$ cat config.mk
export PLATFORM = sky130hd
export DESIGN_NAME = lcd_registers_and_mode_timing_unit
export DESIGN_NICKNAME = d
export VERILOG_FILES = /design/src/rtl/lcdt_pkg.sv /design/src/rtl/lcd_registers_and_mode_timing_unit.sv /design/src/rtl/lcdt_regfile.sv /design/src/rtl/lcdt_mode_timer.sv
export SDC_FILE = /design/constraint.sdc
export NUM_CORES = 1
export LEC_CHECK = 0
export BUFFER_PORTS_ARGS = -buffer_cell sky130_fd_sc_hd__buf_2
export CAP_MARGIN = 10
export CORE_MARGIN = 2
export CORE_UTILIZATION = 40
export CTS_CLUSTER_DIAMETER = 150
export DETAILED_ROUTE_END_ITERATION = 8
export SYNTH_ARGS = -nofsm -noshare
export SYNTH_HDL_FRONTEND = slang
export SYNTH_SLANG_ARGS = --single-unit
$ cat constraint.sdc
create_clock -name i_clk -period 4.68 [get_ports i_clk]
set_input_delay 0.234 -clock i_clk [delete_from_list [all_inputs] [get_ports i_clk]]
set_output_delay 0.234 -clock i_clk [all_outputs]
set_load 0.01 [all_outputs]
$ cat src/rtl/lcdt_pkg.sv
// Shared types, codes and timing constants of the LCD register and mode timing unit.
package lcdt_pkg;

    // Request commands
    localparam logic [1:0] CMD_TICK  = 2'd0;
    localparam logic [1:0] CMD_READ  = 2'd1;
    localparam logic [1:0] CMD_WRITE = 2'd2;

    // Output mode codes
    localparam logic [1:0] MODE_HBLANK = 2'd0;
    localparam logic [1:0] MODE_VBLANK = 2'd1;
    localparam logic [1:0] MODE_OAM    = 2'd2;
    localparam logic [1:0] MODE_VRAM   = 2'd3;

    // Dot budgets per mode
    localparam int          DOT_W       = 10;
    localparam logic [9:0]  OAM_DOTS    = 10'd80;
    localparam logic [9:0]  VRAM_DOTS   = 10'd172;
    localparam logic [9:0]  HBLANK_DOTS = 10'd204;
    localparam logic [9:0]  LINE_DOTS   = 10'd456;
    localparam logic [9:0]  DOT_MAX     = 10'h3FF;
    localparam logic [7:0]  LAST_LINE   = 8'd153;
    localparam int          STAT_VBLANK_BIT = 4;

    // Register addresses
    localparam logic [15:0] ADDR_LCDC = 16'hFF40;
    localparam logic [15:0] ADDR_STAT = 16'hFF41;
    localparam logic [15:0] ADDR_SCY  = 16'hFF42;
    localparam logic [15:0] ADDR_SCX  = 16'hFF43;
    localparam logic [15:0] ADDR_LY   = 16'hFF44;
    localparam logic [15:0] ADDR_LYC  = 16'hFF45;
    localparam logic [15:0] ADDR_BGP  = 16'hFF47;
    localparam logic [15:0] ADDR_OBP0 = 16'hFF48;
    localparam logic [15:0] ADDR_OBP1 = 16'hFF49;
    localparam logic [15:0] ADDR_WY   = 16'hFF4A;
    localparam logic [15:0] ADDR_WX   = 16'hFF4B;

    localparam logic [7:0]  PALETTE_RESET = 8'hE4;

    // Scanline mode state, one-hot
    typedef enum logic [3:0] {
        ST_HBLANK = 4'b0001,
        ST_VBLANK = 4'b0010,
        ST_OAM    = 4'b0100,
        ST_VRAM   = 4'b1000
    } t_lcd_state;

    // Event pulses of one tick
    typedef struct packed {
        logic vblank_irq;
        logic stat_irq;
        logic render_line;
        logic frame_ready;
    } t_lcd_pulses;

    function automatic logic [1:0] state_to_mode(input t_lcd_state st);
        logic [1:0] m;
        unique case (st)
            ST_HBLANK: m = MODE_HBLANK;
            ST_VBLANK: m = MODE_VBLANK;
            ST_OAM:    m = MODE_OAM;
            ST_VRAM:   m = MODE_VRAM;
            default:   m = MODE_OAM;
        endcase
        return m;
    endfunction

endpackage

$ cat src/rtl/lcd_registers_and_mode_timing_unit.sv
// Top level of the LCD register file and scanline mode timing unit.
//
//  channel  direction  handshake            payload
//  request  in         i_valid / o_stall    i_cmd, i_addr, i_wdata, i_cycles
//  result   out        o_valid / i_stall    o_rdata, o_mode, o_line, o_vblank_irq,
//                                           o_stat_irq, o_render_line, o_frame_ready
//
// Each request passes through the input register, then through the register bank / mode
// sequencer into the result register. A new request is taken every cycle while o_stall
// is low.
// Reset (i_rst_n low, synchronous) empties both stages and restores register defaults.
// A stalled result holds the result register, which backs up into the input register
// and then raises o_stall.
module lcd_registers_and_mode_timing_unit #(
    parameter int VISIBLE_LINES = 144
) (
    input  logic        i_clk,
    input  logic        i_rst_n,
    input  logic        i_valid,
    output logic        o_stall,
    input  logic [1:0]  i_cmd,
    input  logic [15:0] i_addr,
    input  logic [7:0]  i_wdata,
    input  logic [7:0]  i_cycles,
    output logic        o_valid,
    input  logic        i_stall,
    output logic [7:0]  o_rdata,
    output logic [1:0]  o_mode,
    output logic [7:0]  o_line,
    output logic        o_vblank_irq,
    output logic        o_stat_irq,
    output logic        o_render_line,
    output logic        o_frame_ready
);
    import lcdt_pkg::*;

    // Input register
    logic        r_in_valid;
    logic [1:0]  r_cmd;
    logic [15:0] r_addr;
    logic [7:0]  r_wdata;
    logic [7:0]  r_cycles;

    // Result register
    logic        r_out_valid;
    logic [7:0]  r_rdata;
    logic [1:0]  r_mode;
    logic [7:0]  r_line;
    t_lcd_pulses r_pulses;

    logic        w_advance;
    logic        w_fire;
    logic [7:0]  w_rdata;
    logic        w_stat_vblank_en;
    logic [7:0]  w_cur_line;
    logic [1:0]  w_next_mode;
    logic [7:0]  w_next_line;
    t_lcd_pulses w_pulses;

    // The result register can load when empty or when its result is taken.
    assign w_advance = !r_out_valid || !i_stall;
    assign w_fire    = r_in_valid && w_advance;
    assign o_stall   = r_in_valid && !w_advance;

    always_ff @(posedge i_clk) begin
        if (!i_rst_n) begin
            r_in_valid <= 1'b0;
        end else if (!o_stall) begin
            r_in_valid <= i_valid;
        end
    end

    // Hold the request payload while stalled.
    always_ff @(posedge i_clk) begin
        if (!o_stall && i_valid) begin
            r_cmd    <= i_cmd;
            r_addr   <= i_addr;
            r_wdata  <= i_wdata;
            r_cycles <= i_cycles;
        end
    end

    lcdt_regfile u_regfile (
        .i_clk            (i_clk),
        .i_rst_n          (i_rst_n),
        .i_wr_en          (w_fire && (r_cmd == CMD_WRITE)),
        .i_addr           (r_addr),
        .i_wdata          (r_wdata),
        .i_line           (w_cur_line),
        .o_rdata          (w_rdata),
        .o_stat_vblank_en (w_stat_vblank_en)
    );

    lcdt_mode_timer #(
        .VISIBLE_LINES (VISIBLE_LINES)
    ) u_mode_timer (
        .i_clk            (i_clk),
        .i_rst_n          (i_rst_n),
        .i_tick           (w_fire && (r_cmd == CMD_TICK)),
        .i_cycles         (r_cycles),
        .i_stat_vblank_en (w_stat_vblank_en),
        .o_line           (w_cur_line),
        .o_next_mode      (w_next_mode),
        .o_next_line      (w_next_line),
        .o_pulses         (w_pulses)
    );

    always_ff @(posedge i_clk) begin
        if (!i_rst_n) begin
            r_out_valid <= 1'b0;
        end else if (w_advance) begin
            r_out_valid <= r_in_valid;
        end
    end

    // Capture the result; read data only on reads, pulses only on ticks.
    always_ff @(posedge i_clk) begin
        if (w_fire) begin
            r_rdata  <= (r_cmd == CMD_READ) ? w_rdata : 8'h00;
            r_mode   <= w_next_mode;
            r_line   <= w_next_line;
            r_pulses <= w_pulses;
        end
    end

    assign o_valid       = r_out_valid;
    assign o_rdata       = r_rdata;
    assign o_mode        = r_mode;
    assign o_line        = r_line;
    assign o_vblank_irq  = r_pulses.vblank_irq;
    assign o_stat_irq    = r_pulses.stat_irq;
    assign o_render_line = r_pulses.render_line;
    assign o_frame_ready = r_pulses.frame_ready;

endmodule

$ cat src/rtl/lcdt_regfile.sv
// Bus-visible register bank of the LCD controller.
module lcdt_regfile (
    input  logic        i_clk,
    input  logic        i_rst_n,
    input  logic        i_wr_en,
    input  logic [15:0] i_addr,
    input  logic [7:0]  i_wdata,
    input  logic [7:0]  i_line,
    output logic [7:0]  o_rdata,
    output logic        o_stat_vblank_en
);
    import lcdt_pkg::*;

    logic [7:0] r_lcdc, r_stat, r_scy, r_scx, r_lyc, r_bgp, r_obp0, r_obp1, r_wy, r_wx;

    always_ff @(posedge i_clk) begin
        if (!i_rst_n) begin
            r_lcdc <= '0;
            r_stat <= '0;
            r_scy  <= '0;
            r_scx  <= '0;
            r_lyc  <= '0;
            r_wy   <= '0;
            r_wx   <= '0;
            r_bgp  <= PALETTE_RESET;
            r_obp0 <= PALETTE_RESET;
            r_obp1 <= PALETTE_RESET;
        end else if (i_wr_en) begin
            // drop writes to the line register and unmapped addresses
            unique case (i_addr)
                ADDR_LCDC: r_lcdc <= i_wdata;
                ADDR_STAT: r_stat <= i_wdata;
                ADDR_SCY:  r_scy  <= i_wdata;
                ADDR_SCX:  r_scx  <= i_wdata;
                ADDR_LYC:  r_lyc  <= i_wdata;
                ADDR_BGP:  r_bgp  <= i_wdata;
                ADDR_OBP0: r_obp0 <= i_wdata;
                ADDR_OBP1: r_obp1 <= i_wdata;
                ADDR_WY:   r_wy   <= i_wdata;
                ADDR_WX:   r_wx   <= i_wdata;
                default: ;
            endcase
        end
    end

    always_comb begin
        unique case (i_addr)
            ADDR_LCDC: o_rdata = r_lcdc;
            ADDR_STAT: o_rdata = r_stat;
            ADDR_SCY:  o_rdata = r_scy;
            ADDR_SCX:  o_rdata = r_scx;
            ADDR_LY:   o_rdata = i_line;
            ADDR_LYC:  o_rdata = r_lyc;
            ADDR_BGP:  o_rdata = r_bgp;
            ADDR_OBP0: o_rdata = r_obp0;
            ADDR_OBP1: o_rdata = r_obp1;
            ADDR_WY:   o_rdata = r_wy;
            ADDR_WX:   o_rdata = r_wx;
            default:   o_rdata = 8'h00;
        endcase
    end

    assign o_stat_vblank_en = r_stat[STAT_VBLANK_BIT];

endmodule

$ cat src/rtl/lcdt_mode_timer.sv
// Dot counter, scanline counter and mode sequencer of the LCD controller.
module lcdt_mode_timer #(
    parameter int VISIBLE_LINES = 144
) (
    input  logic                  i_clk,
    input  logic                  i_rst_n,
    input  logic                  i_tick,
    input  logic [7:0]            i_cycles,
    input  logic                  i_stat_vblank_en,
    output logic [7:0]            o_line,
    output logic [1:0]            o_next_mode,
    output logic [7:0]            o_next_line,
    output lcdt_pkg::t_lcd_pulses o_pulses
);
    import lcdt_pkg::*;

    localparam logic [7:0] VisLines = 8'(VISIBLE_LINES);

    t_lcd_state       r_state, n_state;
    logic [DOT_W-1:0] r_dot, n_dot;
    logic [7:0]       r_line, n_line;
    logic [DOT_W:0]   w_sum;
    logic [DOT_W-1:0] w_sat;
    logic [7:0]       w_line_inc;

    assign w_sum      = {1'b0, r_dot} + {3'b000, i_cycles};
    assign w_sat      = w_sum[DOT_W] ? DOT_MAX : w_sum[DOT_W-1:0];
    assign w_line_inc = r_line + 8'd1;

    always_comb begin
        n_state  = r_state;
        n_dot    = r_dot;
        n_line   = r_line;
        o_pulses = '0;
        if (i_tick) begin
            n_dot = w_sat;
            unique case (r_state)
                ST_HBLANK: begin
                    if (w_sat >= HBLANK_DOTS) begin
                        n_dot  = w_sat - HBLANK_DOTS;
                        n_line = w_line_inc;
                        if (w_line_inc >= VisLines) begin
                            n_state              = ST_VBLANK;
                            o_pulses.vblank_irq  = 1'b1;
                            o_pulses.frame_ready = 1'b1;
                            o_pulses.stat_irq    = i_stat_vblank_en;
                        end else begin
                            n_state = ST_OAM;
                        end
                    end
                end
                ST_VBLANK: begin
                    if (w_sat >= LINE_DOTS) begin
                        n_dot  = w_sat - LINE_DOTS;
                        n_line = w_line_inc;
                        if (w_line_inc > LAST_LINE) begin
                            n_state = ST_OAM;
                            n_line  = 8'd0;
                        end
                    end
                end
                ST_OAM: begin
                    if (w_sat >= OAM_DOTS) begin
                        n_dot   = w_sat - OAM_DOTS;
                        n_state = ST_VRAM;
                    end
                end
                ST_VRAM: begin
                    if (w_sat >= VRAM_DOTS) begin
                        n_dot                = w_sat - VRAM_DOTS;
                        n_state              = ST_HBLANK;
                        o_pulses.render_line = 1'b1;
                    end
                end
                default: n_state = ST_OAM;
            endcase
        end
    end

    always_ff @(posedge i_clk) begin
        if (!i_rst_n) begin
            r_state <= ST_OAM;
            r_dot   <= '0;
            r_line  <= '0;
        end else begin
            r_state <= n_state;
            r_dot   <= n_dot;
            r_line  <= n_line;
        end
    end

    assign o_line      = r_line;
    assign o_next_mode = state_to_mode(n_state);
    assign o_next_line = n_line;

endmodule

==> flow_summary.yaml, run 1 <==
floorplanning:
  core_mm2: 0.0209
  die_area_mm2: 0.0223
  ioPinCount: 62
  dieHeight_um: 149
  rows: 53
  die-width_um: 149
  initial_core_util_pct: 40.4
sta:
  fin_crit_ns: 4.25
  setup_tns_ns: 0
  fmax_ghz: 0.236
  finalHoldViolCount: 0
  whs_ns: 0.0430
  timing.final.ws_setup_ns: 0.434
  worstMarginPinSlew_ns: 1.02
  relSlewSlack_pct: 30.9
  min_period_over_period_pct: 90.7
  finClkSkew_ns: 0.0137
  finalMaxSlewViolations: 0
  finalSetupViolations: 0
  rsz0062_at_grt: "false"
synth:
  yosysMostFrequentCell: "nand2_1"
  syn-instance-count: 871
  ys_seq_area_share_pct: 44.3
  yosysTopAreaCell: "dfxtp_1"
  synth_cell_types: 106
  synthTopCellsByCount: "nand2_1, dfxtp_1, nor2_1"
  ys.warnings.count: 0
  ys_seq_elements: 159
  synthArstFlopShare_pct: 0
  synth_area_mm2: 0.00843
  synthFlopType: "dfxtp_1"
  synth_edf_count: 55
  synthTopCellsByArea: "dfxtp_1, edfxtp_1, mux2i_1"
  synth_fp_nets: 929
  avgSynthCellArea_um2: 9.68
  synth_top_area_share_pct: 24.7
power_and_ir_drop:
  ir_drop_uv: 245
  p_total_mw: 3.20
  power.density_mw_per_mm2: 326
  leakagePower_nw: 3.48
placement:
  pre_cts_ws_ns: 0.520
  io_buffers: 61
  gp_congestion: 0.924
  dp_hpwl_um: 15300
clock_network:
  cts_root_buffer: "clkbuf_16"
  htreeDepth: 4
  cts_buffers: 17
  clk_path_buf_depth: 2
  clk_pin_slew_ns: 0.06
  post_cts_resized: 0
  post_cts_buffers: 0
  clk_latency_ns: 0.43
  cts_tree: "done"
  cts.sinks: 159
global_routing:
  grt_pass1_wl_um: 35400
  grt_pass1_vias: 6521
  grt_overflow: 0
  antenna_found_initial: 0
  grt.total_usage_pct: 20.5
  grt_max_degree: 72
final_layout:
  fin_util_pct: 46.9
  fillCellCount: 1998
  regArea_mm2: 0.00373
  multi_input_area_mm2: 0.00436
  diodes: 0
  syn_to_final_growth_pct: 16.3
  layout-drive-gt1-share_pct: 19.0
  nets: 1001
worst_setup_path:
  crit_path_start_kind: "register"
  slowest_delay_ns: 0.46
  crit_required_ns: 4.87
  critPathCaptureType: "register"
  cp.arrival_ns: 4.43
  cp_common_cell: "ha_1"
  crit_slowest_cell: "a211oi_1"
  path_cells: "ha_1 -> fa_1 -> a211oi_1 -> o211ai_2 -> and2_4 -> nor2_2 -> inv_1 -> ha_1 -> a21oi_1 -> nor3b_2 -> nor2_1 -> o31ai_1 -> o22ai_1 -> xor2_1 -> and3_1"
  setup.worst_path.class: "reg -> reg"
  cp_max_fo: 13
routing:
  drt-initial-drc-count: 495
  drc: 0
  dr.pass1.iters: 5
  drt-vias-per-instance: 5.48
  routedWlPerCell_um: 18.2
  detail-route-antenna-nets: 0
  num_vias: 6740
  routed_wirelength_um: 22400
job:
  maxCapViolCount: 0
run_status:
  status: "finished, final reports clean"
hold_path:
  hold_path_class: "in -> reg"
## per-stage QoR
stage,cell area (um^2),std cells
global route,9810,1231
global placement,8890,1165
CTS,9810,1231
finish,9810,1231
detailed placement,8890,1165
floorplan,8430,871
## registers in the layout, summed over array words and instances, names as in the netlist, 2 cells and up
signal and cells:
o_line 8, o_mode 2, o_rdata 8, r_addr 16, r_cmd 2, r_cycles 8
r_wdata 8, u_mode_timer.o_line 8, u_mode_timer.r_dot 10, u_mode_timer.r_state 4, u_regfile.r_bgp 8, u_regfile.r_lcdc 8
u_regfile.r_lyc 8, u_regfile.r_obp0 8, u_regfile.r_obp1 8, u_regfile.r_scx 8, u_regfile.r_scy 8, u_regfile.r_stat 8
u_regfile.r_wx 8, u_regfile.r_wy 8
## layout make-up
class / count / share of cell area (%)
repair buffers: 107 / 7.50
clock inverters: 10 / 1.01
multi-input cells: 643 / 44.5
clock buffers: 22 / 4.85
inverters: 15 / 0.574
well taps: 275 / 3.51
flip-flops and latches: 159 / 38.1
## timing repair
action	in CTS	in global routing
hold buffers	34	0
endpoints found under the setup margin	0	0
hold endpoints to repair	34	0
## cells in the final DEF (no fill, tap or decap), drive strengths merged, types with 7 or more instances in the layout
master	instances
o22ai	8
mux2i	48
ha	19
and2	11
xnor2	12
o211ai	13
clkbuf	22
nor3	17
or2	7
inv	19
mux2	11
a221oi	10
dfxtp	104
dlygate4sd3	34
nor2	90
nand3	40
a22oi	24
buf	73
a211oi	10
edfxtp	55
and3	11
a21oi	65
nand2	110
o21ai	26
## cell families (layout without fill, tap and decap cells)
group / after synthesis / count (layout) / synth area share [%]
compound gates: 217 / 217 / 19.9
xor+xnor: 17 / 17 / 1.94
simple gates: 330 / 330 / 19.3
mux: 59 / 59 / 7.31
flops: 159 / 159 / 44.3
buf+inv: 69 / 154 / 4.17
fa+ha+maj: 20 / 20 / 3.06
## power breakdown
part | internal [mW] | leakage (nW) | total (mW) | switching [mW]
Sequential | 1.46 | 1.37 | 1.50 | 0.0363
Combinational | 0.135 | 1.83 | 0.340 | 0.205
Clock | 0.784 | 0.279 | 1.36 | 0.575
Total | 2.38 | 3.48 | 3.20 | 0.817
## routing by layer
metal / vias to the layer above / routed length, um / GRT usage [%]
li1: 3343 / - / -
met1: 3197 / 10500 / 27.9
met2: 181 / 10600 / 33.3
met3: 19 / 993 / 3.98
met4: 0 / 303 / 5.95
met5: - / 0 / 0
## worst paths after layout
check / start / slack [ns] / end / cells after the start
worst max-delay path: r_cycles[0] / 0.43 / o_mode[0] / 15
worst min-delay path: i_valid / 0.04 / r_in_valid / 3
worst max register to register: r_cycles[0] / 0.43 / o_mode[0] / 15
worst min register to register: u_regfile.r_obp0[4] / 0.46 / u_regfile.r_obp0[4] / 2
## worst max-delay path, delay by kind of cell (launching register included)
kind,cells,cell delay (ns)
DFF,1,0.37
AOI/OAI and AO/OA,5,1.26
xor gates and xnor gates,1,0.22
buffers and inverters,1,0.15
adders and majority gates,3,0.90
and+or+nand+nor,5,1.09
No activity file was read; power rests on OpenSTA's default activity.
==> inputs of run 2 (changes only) <==
--- a/config.mk
+++ b/config.mk
@@ -7,7 +7,7 @@
 export LEC_CHECK = 0
 export BUFFER_PORTS_ARGS = -buffer_cell sky130_fd_sc_hd__buf_2
 export CAP_MARGIN = 10
-export CORE_MARGIN = 2
+export CORE_MARGIN = 5
 export CORE_UTILIZATION = 40
 export CTS_CLUSTER_DIAMETER = 150
 export DETAILED_ROUTE_END_ITERATION = 8
==> run 2 against run 1 <==
Against the previous run: highest routed layer unchanged; hold slack better by 0.0023 ns; flip-flop and latch count is the same; wire length rose by 1.5%; register-to-register slack about the same; core utilization up 0.23 points.
==> flow_summary.yaml, run 2 (synthesis gave the netlist of run 1 again) <==
run_status:
  status: "finished, final reports clean"
floorplanning:
  initial_core_util_pct: 40.4
  rows: 53
  dieHeight_um: 155
  die-width_um: 155
  die_area_mm2: 0.0241
  ioPinCount: 62
  core_mm2: 0.0209
worst_setup_path:
  ff2ff_setup_slack_ns: 0.44
  crit_start: "r_cycles[0]"
  crit_path_start_kind: "register"
  r2r-end: "o_mode[0]"
  r2r-start: "r_cycles[0]"
  cp_num_buf_inv: 1
  slowest_delay_ns: 0.46
  reg2reg_depth: 15
  cp_common_cell: "ha_1"
  cp.arrival_ns: 4.43
  crit_slowest_cell: "a211oi_1"
  crit_required_ns: 4.86
  critPathCaptureType: "register"
  cp_max_fo: 13
  path_cells: "ha_1 -> fa_1 -> a211oi_1 -> o211ai_2 -> and2_4 -> nor2_2 -> inv_1 -> ha_1 -> a21oi_1 -> nor3b_2 -> nor2_1 -> o31ai_1 -> o22ai_1 -> xor2_1 -> and3_1"
  setup.worst_path.class: "reg -> reg"
  path_delay_family: "compound AO/OA/AOI/OAI gates"
sta:
  relSlewSlack_pct: 24.3
  rsz0062_at_grt: "false"
  finClkSkew_ns: 0.0137
  finalSetupViolations: 0
  min_period_over_period_pct: 90.7
  finalHoldViolCount: 0
  setup_tns_ns: 0
  whs_ns: 0.0454
  finalMaxSlewViolations: 0
  worstMarginPinSlew_ns: 1.12
  fin_crit_ns: 4.24
  fmax_ghz: 0.236
routing:
  routed_wirelength_um: 22700
  num_vias: 6897
  drt-vias-per-instance: 5.61
  drt-initial-drc-count: 510
  dr.pass1.iters: 5
  drc: 0
  routedWlPerCell_um: 18.5
  detail-route-antenna-nets: 0
global_routing:
  grt_pass1_wl_um: 36200
  antenna_found_initial: 0
  grt_overflow: 0
  grt.total_usage_pct: 18.9
  grt_max_degree: 50
  grt_pass1_vias: 6500
clock_network:
  cts.sinks: 159
  clk_pin_slew_ns: 0.06
  cts_tree: "done"
  cts_root_buffer: "clkbuf_16"
  clk_latency_ns: 0.43
  post_cts_buffers: 0
  cts_buffers: 17
  holdBufCountCts: 34
  htreeDepth: 4
  clk_path_buf_depth: 2
  post_cts_resized: 0
final_layout:
  top_regs: "r_addr x16, u_mode_timer.r_dot x10"
  layout_commonest_cell: "nand2_1"
  largest_register_ffs: 16
  layout-drive-gt1-share_pct: 19.4
  nets: 1000
  diodes: 0
  layout_common_cells: "nand2_1, dfxtp_1, nor2_1"
  top_register: "r_addr"
  syn_to_final_growth_pct: 16.8
placement:
  io_buffers: 61
  gp_congestion: 0.935
  dp_hpwl_um: 15400
hold_path:
  min_path_cells: 3
  hold_path_class: "in -> reg"
  hold-path-endpoint: "r_in_valid"
  min-delay-start: "i_valid"
power_and_ir_drop:
  ir_drop_uv: 232
  leakagePower_nw: 3.50
  power.density_mw_per_mm2: 333
job:
  maxCapViolCount: 0
## run 2: cell types whose count changed in the layout (fill, tap and decap cells not counted), sizes merged
cell,change
clkinv,-1
clkinvlp,-1
clkbuf,+2
buf,-1
## run 2: worst register-to-register path, stage by stage (launching register included)
cell and delay (ns):
edfxtp_1 0.36, ha_1 0.25, fa_1 0.44, a211oi_1 0.46, o211ai_2 0.22, and2_4 0.26
nor2_2 0.31, inv_1 0.14, ha_1 0.22, a21oi_1 0.21, nor3b_2 0.23, nor2_1 0.13
o31ai_1 0.26, o22ai_1 0.16, xor2_1 0.18, and3_1 0.17
## run 2: worst max-delay path by stage
stage | cells after the start | endpoint | slack [ns]
floorplan | 15 | o_mode[1] | 0.87
global placement | 15 | o_mode[0] | 0.60
detailed placement | 15 | o_mode[0] | 0.48
CTS | 15 | o_mode[0] | 0.46
global route | 15 | o_mode[0] | 0.08
finish | 15 | o_mode[0] | 0.44
## run 2: final cells by class
type	count	area, um^2
fillers	2005	11000
multi-input cells	643	4370
flip-flops and latches	159	3730
repair buffers	106	728
clock buffers	24	534
well taps	275	344
clock inverters	8	88.8
inverters	15	56.3
## run 2: metrics by stage
step | setup WS, ns | util [%] | power, mW | instances | instance area (um^2)
2_1_floorplan | 0.869 | - | 1.74 | 871 | 8430
3_3_place_gp | 0.595 | 42.6 | 1.84 | 1164 | 8890
3_5_place_dp | 0.481 | 42.6 | 1.84 | 1164 | 8890
4_1_cts | 0.459 | 47.2 | 3.31 | 1230 | 9850
5_1_grt | 0.0776 | 47.2 | 3.41 | 1230 | 9850
6_report | 0.436 | 47.2 | 3.28 | 1230 | 9850
## run 2: report_power, final
| part | switching (mW) | internal [mW] | leakage, nW |
|---|---|---|---|
| clock network | 0.585 | 0.862 | 0.309 |
| registers | 0.0356 | 1.46 | 1.37 |
| logic | 0.205 | 0.136 | 1.83 |
## run 2: layer usage
layer  global-route usage, %  vias up  share of wire [%]  routed length (um)
li1                        -     3348                  -                   -
met1                    25.8     3332                 46               10500
met2                    30.4      176                 47               10800
met3                    3.48       41                4.2                 946
met4                    6.59        0                2.4                 539
met5                       0        -                  0                   0
